$ cat src/design/dtc_pkg.sv
// ============================================================================
// dtc_pkg
// Shared types, constants and helpers for the decimal text to cents block.
// ============================================================================
package dtc_pkg;

    // Width of the integer limit register and of the stored integer part.
    localparam int LIMIT_W = 30;
    // Width of the integer part while one more digit is folded in.
    localparam int ACC_W = LIMIT_W + 4;
    // Width of a result value.
    localparam int CENTS_W = 32;

    localparam int FRAC_DIGITS_DEF = 2;

    localparam logic [LIMIT_W-1:0] LIMIT_RESET = LIMIT_W'(100000000);
    localparam logic [CENTS_W-1:0] MAX_MAG = 32'h7FFF_FFFF;

    // Configuration space: one register, index taken from paddr[2].
    localparam int PADDR_W = 3;
    localparam int PDATA_W = 32;
    localparam logic CFG_IDX_LIMIT = 1'b0;

    // Character codes.
    localparam logic [7:0] CH_ZERO  = 8'h30;
    localparam logic [7:0] CH_NINE  = 8'h39;
    localparam logic [7:0] CH_MINUS = 8'h2D;
    localparam logic [7:0] CH_POINT = 8'h2E;

    typedef enum logic [2:0] {
        PH_START,
        PH_SIGN,
        PH_INT,
        PH_FRAC,
        PH_DONE
    } phase_t;

    typedef enum logic [1:0] {
        ST_OK        = 2'd0,
        ST_MALFORMED = 2'd1,
        ST_OVERFLOW  = 2'd2
    } status_t;

    // Result of one parse step.
    typedef struct packed {
        logic                       hit;
        status_t                    status;
        logic signed [CENTS_W-1:0]  cents;
    } dtc_result_t;

    // Power of ten for small exponents (fraction padding only).
    function automatic int unsigned pow10(input int n);
        int unsigned r;
        r = 1;
        for (int i = 0; i < 3; i++)
        begin
            if (i < n)
            begin
                r = r * 10;
            end
        end
        return r;
    endfunction

endpackage

$ cat src/design/dtc_in_if.sv
// ============================================================================
// dtc_in_if
// Character channel: one text byte or an end-of-range mark per transaction.
// ============================================================================
interface dtc_in_if;
    logic       valid;
    logic       ready;
    logic [7:0] char_code;
    logic       range_end;

    modport source (output valid, output char_code, output range_end, input ready);
    modport sink   (input valid, input char_code, input range_end, output ready);
endinterface

$ cat src/design/dtc_out_if.sv
// ============================================================================
// dtc_out_if
// Result channel: one status and one signed value per transaction.
// ============================================================================
interface dtc_out_if;
    logic               valid;
    logic               ready;
    logic [1:0]         status;
    logic signed [31:0] cents_value;

    modport source (output valid, output status, output cents_value, input ready);
    modport sink   (input valid, input status, input cents_value, output ready);
endinterface

$ cat src/design/dtc_step.sv
// ============================================================================
// dtc_step
// Combinational parse step: next parser state and optional result for one
// character or end mark.
// ============================================================================
module dtc_step
    import dtc_pkg::*;
#(
    parameter int FRAC_DIGITS = FRAC_DIGITS_DEF,
    localparam int SCALE  = 10 ** FRAC_DIGITS,
    localparam int FRAC_W = $clog2(SCALE),
    localparam int CNT_W  = $clog2(FRAC_DIGITS + 1)
)
(
    input  phase_t              phase,
    input  logic                neg,
    input  logic [LIMIT_W-1:0]  int_acc,
    input  logic [FRAC_W-1:0]   frac_acc,
    input  logic [CNT_W-1:0]    frac_cnt,
    input  logic [LIMIT_W-1:0]  limit,
    input  logic [7:0]          char_code,
    input  logic                range_end,
    output phase_t              phase_next,
    output logic                neg_next,
    output logic [LIMIT_W-1:0]  int_acc_next,
    output logic [FRAC_W-1:0]   frac_acc_next,
    output logic [CNT_W-1:0]    frac_cnt_next,
    output dtc_result_t         res
);

    localparam int SC_W  = $clog2(SCALE + 1);
    localparam int PAD_W = FRAC_W + SC_W;
    localparam int MAG_W = LIMIT_W + SC_W;
    localparam int FN_W  = FRAC_W + 4;

    logic               digit;
    logic [3:0]         dval;
    logic [ACC_W-1:0]   int_new;
    logic               int_over;
    logic [FN_W-1:0]    frac_new;
    logic [FRAC_W-1:0]  frac_pad;
    logic [MAG_W-1:0]   mag;
    dtc_result_t        value_res;
    logic               do_int;

    assign digit = (char_code >= CH_ZERO) && (char_code <= CH_NINE);
    assign dval  = char_code[3:0];

    // Next integer part: acc * 10 + digit, as shift and add.
    assign int_new = ACC_W'({int_acc, 3'b000}) + ACC_W'({int_acc, 1'b0}) + ACC_W'(dval);
    assign int_over = int_new > ACC_W'(limit);

    assign frac_new = FN_W'(frac_acc) * FN_W'(10) + FN_W'(dval);

    // Missing fraction digits count as zeros.
    assign frac_pad = FRAC_W'(PAD_W'(frac_acc)
                      * PAD_W'(pow10(FRAC_DIGITS - int'(frac_cnt))));

    assign mag = MAG_W'(int_acc) * MAG_W'(SCALE) + MAG_W'(frac_pad);

    always_comb
    begin
        value_res.hit = 1'b1;
        if (mag > MAG_W'(MAX_MAG))
        begin
            value_res.status = ST_OVERFLOW;
            value_res.cents  = '0;
        end
        else
        begin
            value_res.status = ST_OK;
            value_res.cents  = neg ? -$signed(mag[CENTS_W-1:0])
                                   : $signed(mag[CENTS_W-1:0]);
        end
    end

    always_comb
    begin
        phase_next    = phase;
        neg_next      = neg;
        int_acc_next  = int_acc;
        frac_acc_next = frac_acc;
        frac_cnt_next = frac_cnt;
        res           = '0;
        do_int        = 1'b0;

        if (range_end)
        begin
            case (phase)
                PH_START, PH_SIGN:
                begin
                    res.hit    = 1'b1;
                    res.status = ST_MALFORMED;
                end
                PH_INT, PH_FRAC:
                begin
                    res = value_res;
                end
                default:
                begin
                    res = '0;
                end
            endcase
            phase_next    = PH_START;
            neg_next      = 1'b0;
            int_acc_next  = '0;
            frac_acc_next = '0;
            frac_cnt_next = '0;
        end
        else
        begin
            case (phase)
                PH_START, PH_SIGN:
                begin
                    if (phase == PH_START && char_code == CH_MINUS)
                    begin
                        neg_next   = 1'b1;
                        phase_next = PH_SIGN;
                    end
                    else if (!digit)
                    begin
                        res.hit    = 1'b1;
                        res.status = ST_MALFORMED;
                        phase_next = PH_DONE;
                    end
                    else
                    begin
                        do_int = 1'b1;
                    end
                end
                PH_INT:
                begin
                    if (digit)
                    begin
                        do_int = 1'b1;
                    end
                    else if (char_code == CH_POINT)
                    begin
                        phase_next = PH_FRAC;
                    end
                    else
                    begin
                        res        = value_res;
                        phase_next = PH_DONE;
                    end
                end
                PH_FRAC:
                begin
                    if (digit)
                    begin
                        if (int'(frac_cnt) < FRAC_DIGITS)
                        begin
                            frac_acc_next = frac_new[FRAC_W-1:0];
                            frac_cnt_next = frac_cnt + CNT_W'(1);
                        end
                    end
                    else
                    begin
                        res        = value_res;
                        phase_next = PH_DONE;
                    end
                end
                default:
                begin
                    phase_next = phase;
                end
            endcase

            if (do_int)
            begin
                if (int_over)
                begin
                    res.hit    = 1'b1;
                    res.status = ST_OVERFLOW;
                    phase_next = PH_DONE;
                end
                else
                begin
                    int_acc_next = int_new[LIMIT_W-1:0];
                    phase_next   = PH_INT;
                end
            end
        end
    end

endmodule

$ cat src/design/decimal_text_to_cents_core.sv
// ============================================================================
// decimal_text_to_cents_core
// Converts the characters of a decimal number into a signed fixed-point
// value in units of 10^-FRAC_DIGITS (hundredths by default).
// ============================================================================
//
//  Channel   Direction  Transaction contents
//  --------  ---------  -----------------------------------------------
//  chars     in         char_code (8b ASCII), range_end (1b end mark)
//  result    out        status (2b: ok/malformed/overflow), cents_value (32b)
//  APB       in         integer_limit at register 0 (byte address 0)
//
//  A character transaction can be accepted in every cycle. It is parsed
//  while it sits in the input register, by one short step (a x10 add, a
//  x10^FRAC_DIGITS multiply-add and compares), and any result it causes is
//  then registered in the output register. A stalled result holds the
//  output register; once the input register is full, input ready drops.
//  Reset clears the parser to the start of a value and the limit to 100000000.
//
// The number syntax is an optional leading minus, one or more integer digits,
// then an optional point with fraction digits. Extra fraction digits are
// dropped and missing ones count as zero. The first byte that is not part of
// the number closes it and produces the result; all bytes after that are
// ignored until the end mark, which rearms the parser. An end mark while a
// number is still open produces its result as well.
// ============================================================================
module decimal_text_to_cents_core
    import dtc_pkg::*;
#(
    parameter int FRAC_DIGITS = FRAC_DIGITS_DEF
)
(
    input  logic               clk,
    input  logic               rst_n,
    dtc_in_if.sink             chars,
    dtc_out_if.source          result,
    input  logic               psel,
    input  logic               penable,
    input  logic               pwrite,
    input  logic [PADDR_W-1:0] paddr,
    input  logic [PDATA_W-1:0] pwdata,
    output logic [PDATA_W-1:0] prdata,
    output logic               pready
);

    localparam int SCALE  = 10 ** FRAC_DIGITS;
    localparam int FRAC_W = $clog2(SCALE);
    localparam int CNT_W  = $clog2(FRAC_DIGITS + 1);

    // Configuration register.
    logic [LIMIT_W-1:0] limit_reg;
    logic               cfg_write;

    // Input register.
    logic               s1_valid_reg;
    logic [7:0]         s1_char_reg;
    logic               s1_end_reg;

    // Parser state.
    phase_t             phase_reg;
    logic               neg_reg;
    logic [LIMIT_W-1:0] int_acc_reg;
    logic [FRAC_W-1:0]  frac_acc_reg;
    logic [CNT_W-1:0]   frac_cnt_reg;

    phase_t             phase_next;
    logic               neg_next;
    logic [LIMIT_W-1:0] int_acc_next;
    logic [FRAC_W-1:0]  frac_acc_next;
    logic [CNT_W-1:0]   frac_cnt_next;
    dtc_result_t        step_res;

    // Output register.
    logic               out_valid_reg;
    status_t            out_status_reg;
    logic signed [CENTS_W-1:0] out_cents_reg;

    logic               out_free;
    logic               s1_advance;

    // ------------------------------------------------------------------
    // APB register access. Writes land on the access phase; the index is
    // the word address bit, so any write outside register 0 is dropped.
    // ------------------------------------------------------------------
    assign pready    = 1'b1;
    assign cfg_write = psel && penable && pwrite && (paddr[2] == CFG_IDX_LIMIT);

    always_comb
    begin
        if (paddr[2] == CFG_IDX_LIMIT)
        begin
            prdata = PDATA_W'(limit_reg);
        end
        else
        begin
            prdata = '0;
        end
    end

    always_ff @(posedge clk or negedge rst_n)
    begin
        if (!rst_n)
        begin
            limit_reg <= LIMIT_RESET;
        end
        else if (cfg_write)
        begin
            limit_reg <= pwdata[LIMIT_W-1:0];
        end
    end

    // ------------------------------------------------------------------
    // Flow control. The output register frees up when empty or when its
    // result is being taken; the input register advances only then, which
    // keeps one transaction per cycle while the sink is ready.
    // ------------------------------------------------------------------
    assign out_free    = !out_valid_reg || result.ready;
    assign s1_advance  = s1_valid_reg && out_free;
    assign chars.ready = !s1_valid_reg || out_free;

    always_ff @(posedge clk or negedge rst_n)
    begin
        if (!rst_n)
        begin
            s1_valid_reg <= 1'b0;
        end
        else if (chars.ready)
        begin
            s1_valid_reg <= chars.valid;
        end
    end

    always_ff @(posedge clk)
    begin
        if (chars.ready && chars.valid)
        begin
            s1_char_reg <= chars.char_code;
            s1_end_reg  <= chars.range_end;
        end
    end

    // ------------------------------------------------------------------
    // Parse step.
    // ------------------------------------------------------------------
    dtc_step #(
        .FRAC_DIGITS (FRAC_DIGITS)
    ) u_step (
        .phase         (phase_reg),
        .neg           (neg_reg),
        .int_acc       (int_acc_reg),
        .frac_acc      (frac_acc_reg),
        .frac_cnt      (frac_cnt_reg),
        .limit         (limit_reg),
        .char_code     (s1_char_reg),
        .range_end     (s1_end_reg),
        .phase_next    (phase_next),
        .neg_next      (neg_next),
        .int_acc_next  (int_acc_next),
        .frac_acc_next (frac_acc_next),
        .frac_cnt_next (frac_cnt_next),
        .res           (step_res)
    );

    always_ff @(posedge clk or negedge rst_n)
    begin
        if (!rst_n)
        begin
            phase_reg    <= PH_START;
            neg_reg      <= 1'b0;
            int_acc_reg  <= '0;
            frac_acc_reg <= '0;
            frac_cnt_reg <= '0;
        end
        else if (s1_advance)
        begin
            phase_reg    <= phase_next;
            neg_reg      <= neg_next;
            int_acc_reg  <= int_acc_next;
            frac_acc_reg <= frac_acc_next;
            frac_cnt_reg <= frac_cnt_next;
        end
    end

    // ------------------------------------------------------------------
    // Output register. Characters that close nothing simply leave it empty.
    // ------------------------------------------------------------------
    always_ff @(posedge clk or negedge rst_n)
    begin
        if (!rst_n)
        begin
            out_valid_reg <= 1'b0;
        end
        else if (out_free)
        begin
            out_valid_reg <= s1_valid_reg && step_res.hit;
        end
    end

    always_ff @(posedge clk)
    begin
        if (s1_advance && step_res.hit)
        begin
            out_status_reg <= step_res.status;
            out_cents_reg  <= step_res.cents;
        end
    end

    assign result.valid       = out_valid_reg;
    assign result.status      = out_status_reg;
    assign result.cents_value = out_cents_reg;

endmodule

$ cat src/flat_wrapper.sv
// flat-port wrapper written by rule: the top's interface ports become plain ports
module decimal_text_to_cents_core_flat import dtc_pkg::*;
#(
    parameter int FRAC_DIGITS = FRAC_DIGITS_DEF
)
  (clk, rst_n, psel, penable, pwrite, paddr, pwdata, prdata, pready, chars_valid, chars_char_code, chars_range_end, chars_ready, result_valid, result_status, result_cents_value, result_ready);
  dtc_in_if chars_i ();
  dtc_out_if result_i ();
  input  logic clk;
  input  logic rst_n;
  input  logic psel;
  input  logic penable;
  input  logic pwrite;
  input  logic [PADDR_W-1:0] paddr;
  input  logic [PDATA_W-1:0] pwdata;
  output logic [PDATA_W-1:0] prdata;
  output logic pready;
  input wire logic [$bits(chars_i.valid)-1:0] chars_valid;
  input wire logic [$bits(chars_i.char_code)-1:0] chars_char_code;
  input wire logic [$bits(chars_i.range_end)-1:0] chars_range_end;
  output wire logic [$bits(chars_i.ready)-1:0] chars_ready;
  output wire logic [$bits(result_i.valid)-1:0] result_valid;
  output wire logic [$bits(result_i.status)-1:0] result_status;
  output wire logic [$bits(result_i.cents_value)-1:0] result_cents_value;
  input wire logic [$bits(result_i.ready)-1:0] result_ready;
  assign chars_i.valid = chars_valid;
  assign chars_i.char_code = chars_char_code;
  assign chars_i.range_end = chars_range_end;
  assign chars_ready = chars_i.ready;
  assign result_valid = result_i.valid;
  assign result_status = result_i.status;
  assign result_cents_value = result_i.cents_value;
  assign result_i.ready = result_ready;
  decimal_text_to_cents_core #(.FRAC_DIGITS(FRAC_DIGITS)) u_core (.clk(clk), .rst_n(rst_n), .chars(chars_i), .result(result_i), .psel(psel), .penable(penable), .pwrite(pwrite), .paddr(paddr), .pwdata(pwdata), .prdata(prdata), .pready(pready));
endmodule
$ cat config.mk
export PLATFORM = sky130hd
export DESIGN_NAME = decimal_text_to_cents_core_flat
export DESIGN_NICKNAME = d
export VERILOG_FILES = /design/src/design/dtc_pkg.sv /design/src/design/dtc_in_if.sv /design/src/design/dtc_out_if.sv /design/src/design/dtc_step.sv /design/src/design/decimal_text_to_cents_core.sv /design/src/flat_wrapper.sv
export SDC_FILE = /design/constraint.sdc
export NUM_CORES = 1
export LEC_CHECK = 0
export BUFFER_PORTS_ARGS = -buffer_cell sky130_fd_sc_hd__buf_2
export CORE_UTILIZATION = 35
export DETAILED_ROUTE_END_ITERATION = 10
export GPL_TIMING_DRIVEN = 0
export PLACE_DENSITY = 0.56
export SYNTH_ARGS = -nofsm -noshare
export SYNTH_HDL_FRONTEND = slang
export SYNTH_SLANG_ARGS = --single-unit
$ cat constraint.sdc
create_clock -name clk -period 19.55 [get_ports clk]
set_input_delay 0.9775 -clock clk [delete_from_list [all_inputs] [get_ports clk]]
set_output_delay 0.9775 -clock clk [all_outputs]
set_load 0.005 [all_outputs]
==> summary.md <==
| Metric | Value |
|---|---|
| Outcome | `finished clean` |
| Syn avg cell area | `8.63 sq um` |
| # rows | `74` |
| CTS tree | `yes` |
| Drt total wl | `37600 microns` |
| Wire length per cell | `15.9 microns` |
| CP endpoint kind | `flop` |
| Yosys reg bits | `118` |
| Setup CP Type | `flop to flop` |
| Number of fill cells | `4212` |
| I/O pin total | `120` |
| Max incr delay on CP | `570 ps` |
| Initial core utilization | `0.356` |
| Worst reg2reg path endpoint | `u_core.result.cents_value[0]` |
| Bufs and invs on worst path | `4` |
| Post_cts resized | `0` |
| Fin. max-slew vios | `0` |
| Buffers on Ports | `112` |
| Setup violators final | `0` |
| Reg2reg setup slack | `11450 ps` |
| Final GP Congestion | `0.860` |
| Core ar. | `40900 sq um` |
| Total negative slack | `0 ps` |
| TritonCTS Buffers | `17` |
| GR Overflow Total | `0` |
| Top delay family on crit path | `adder cells` |
| CP Data Arrival Time | `8260 ps` |
| H-tree depth | `4` |
| Clock Tree Root | `clkbuf_16` |
| Leak | `8.12 nW` |
| Yosys top cell area share | `0.187` |
| Main synth FF type | `dfrtp_1` |
| Ranking of synthesized cells by area | `ha_1, dfrtp_1, edfxtp_1` |
| Req. time, crit path | `19710 ps` |
| Max frequency | `124 MHz` |
| Min Tclk post-route | `8100 ps` |
| Final worst-path cycle share | `0.414` |
| Synth warnings | `0` |
| Cell at the slowest stage of the critical path | `a2111oi_2` |
| Number of global-route vias before repair | `12.0k` |
| Worst min path class | `input pin to asynchronous set/reset pin` |
| Cell variety after synth | `96` |
| Max VDD drop | `0.0000712 V` |
| Max reg flops | `32` |
| Clock Pin Slew Worst Setup and Hold Paths | `60 ps` |
| Clock sinks | `118` |
| Synthesized area | `14600 sq um` |
| Worst skew pair latency | `440 ps` |
| Initial antenna violation count | `0` |
| Pwr/cell area | `105 nW/um^2` |
| Starting DRC count in detailed routing | `507` |
| Layout cells sized above 1 | `0.146` |
| Rel. slew slack | `0.346` |
| Drt first pass iters | `5` |
| Die height | `206 microns` |
| Element type at the critical path start | `flop` |
| Yosys top cell by area | `ha_1` |
| Fin. Hold Viols | `0` |
| Largest net degree at the start of global routing | `45` |
| Postcts setup bufs | `0` |
| Placed cell area | `15800 sq um` |
| Die ar. | `42400 sq um` |
| Max Cap Viol | `0` |
| # diodes | `0` |
| Synthesized instance count | `1687` |
| Register area share after synthesis | `0.219` |
| First-pass GRT wire length | `61100 microns` |
| Detailed Place HPWL | `30600 microns` |
| CTS Buffer Depth | `2` |
| Maximum fanout along the worst path | `10` |
| RSZ-0062 raised after global routing | `no` |
| # DRC | `0` |
| Worst R2R Path Depth | `30` |
| Slew at the pin closest to its max-slew limit | `979 ps` |
| Post-synth EDFFs | `43` |
| GRT Total Usage | `0.179` |
| Nets | `2125` |
| DR vias | `12.3k` |
| R2r startpoint | `u_core.frac_cnt_reg[0]` |
| Hold_buf cts | `0` |
| DIE WIDTH | `206 microns` |
| Area grow syn2layout | `12.7%` |
| Setup Skew | `17.1 ps` |
| Post-DRT Antenna Nets | `0` |
| Final Cell Area | `16400 sq um` |
| Routed vias/inst | `5.21` |
| Ys async rst share | `0.636` |
==> cell usage after synthesis (20+ instances only) <==
cell,count
ha_1,217
inv_1,194
nor2_1,143
nand2_1,121
a21oi_1,88
xnor2_1,70
a21o_1,64
dfrtp_1,63
o21ai_0,63
xor2_1,44
edfxtp_1,43
nand3_1,43
fa_1,37
mux2_2,33
clkbuf_1,32
nand4_1,32
and2_1,26
nor3_1,20
==> cells in the final DEF, fill, tap and decap left out, types with 44 or more instances in the layout <==
cell	n
a21o_1	64
nor2_1	142
a21oi_1	88
xor2_1	44
ha_1	217
dfrtp_1	63
xnor2_1	70
nand2_1	121
buf_2	119
inv_1	194
o21ai_0	63
==> cell type report <==
class,count,area (sq um),area share
Clock inverter,12,104,0.00633
Tap cell,532,666,0.0406
Sequential cell,118,3180,0.194
Timing Repair Buffer,113,591,0.0360
Inverter,194,728,0.0444
Multi-Input combinational cell,1325,10400,0.635
Buffer,51,244,0.0149
Clock buffer,20,479,0.0292
==> cell families (layout without fill, tap and decap cells) <==
kind of cell | after synthesis | count (layout) | synth area share
other | 2 | 3 | 0.000516
adder cells (fa/ha/maj) | 254 | 254 | 0.237
buffers and inverters | 245 | 390 | 0.0668
flip-flops | 118 | 118 | 0.219
AO/OA/AOI/OAI | 396 | 396 | 0.189
AND/OR/NAND/NOR | 514 | 514 | 0.184
multiplexers | 41 | 41 | 0.0310
XOR/XNOR | 117 | 117 | 0.0720
==> stage by stage <==
stage	setup WS [ps]	hold slack (ps)	cells	power [mW]	util
detailed placement	11490	493	2333	1.41	0.387
CTS	11440	483	2365	1.74	0.401
global placement	11550	487	2332	1.40	0.386
floorplan	12830	466	1688	1.15	-
finish	11450	485	2365	1.73	0.401
global route	11000	506	2365	1.89	0.401
==> power by group <==
part	total, mW	switching [mW]	leakage [nW]	internal [mW]
registers	0.335	0.0374	1.37	0.298
clock network	0.315	0.134	0.278	0.181
logic	1.08	0.684	6.47	0.396
total	1.73	0.855	8.12	0.875
==> worst reg2reg max path, delay by kind of cell (launching register included) <==
kind	cells	cell delay, ps
AO/OA/AOI/OAI	7	2140
XOR/XNOR	4	610
adder cells (fa/ha/maj)	7	2680
buffers and inverters	4	410
flip-flops	1	430
AND/OR/NAND/NOR	8	1520
==> worst max-delay path by stage <==
stage / from / to / slack [ps] / cells after the start
after floorplan: u_core.frac_cnt_reg[0] / u_core.result.cents_value[7] / 12830 / 30
after global placement: u_core.frac_cnt_reg[0] / u_core.result.cents_value[1] / 11550 / 30
after detailed placement: u_core.frac_cnt_reg[0] / u_core.result.cents_value[1] / 11490 / 30
after CTS: u_core.frac_cnt_reg[0] / u_core.result.cents_value[0] / 11440 / 30
after global routing: u_core.frac_cnt_reg[0] / u_core.result.cents_value[7] / 11000 / 30
final: u_core.frac_cnt_reg[0] / u_core.result.cents_value[0] / 11450 / 30
==> layer usage <==
layer / vias up / wire length, microns / GRT usage
li1: 6269 / - / -
met1: 5773 / 18400 / 0.245
met2: 261 / 17500 / 0.300
met3: 28 / 1200 / 0.0224
met4: 0 / 489 / 0.0410
met5: - / 0 / 0
Power figures use the tool's default switching activity.
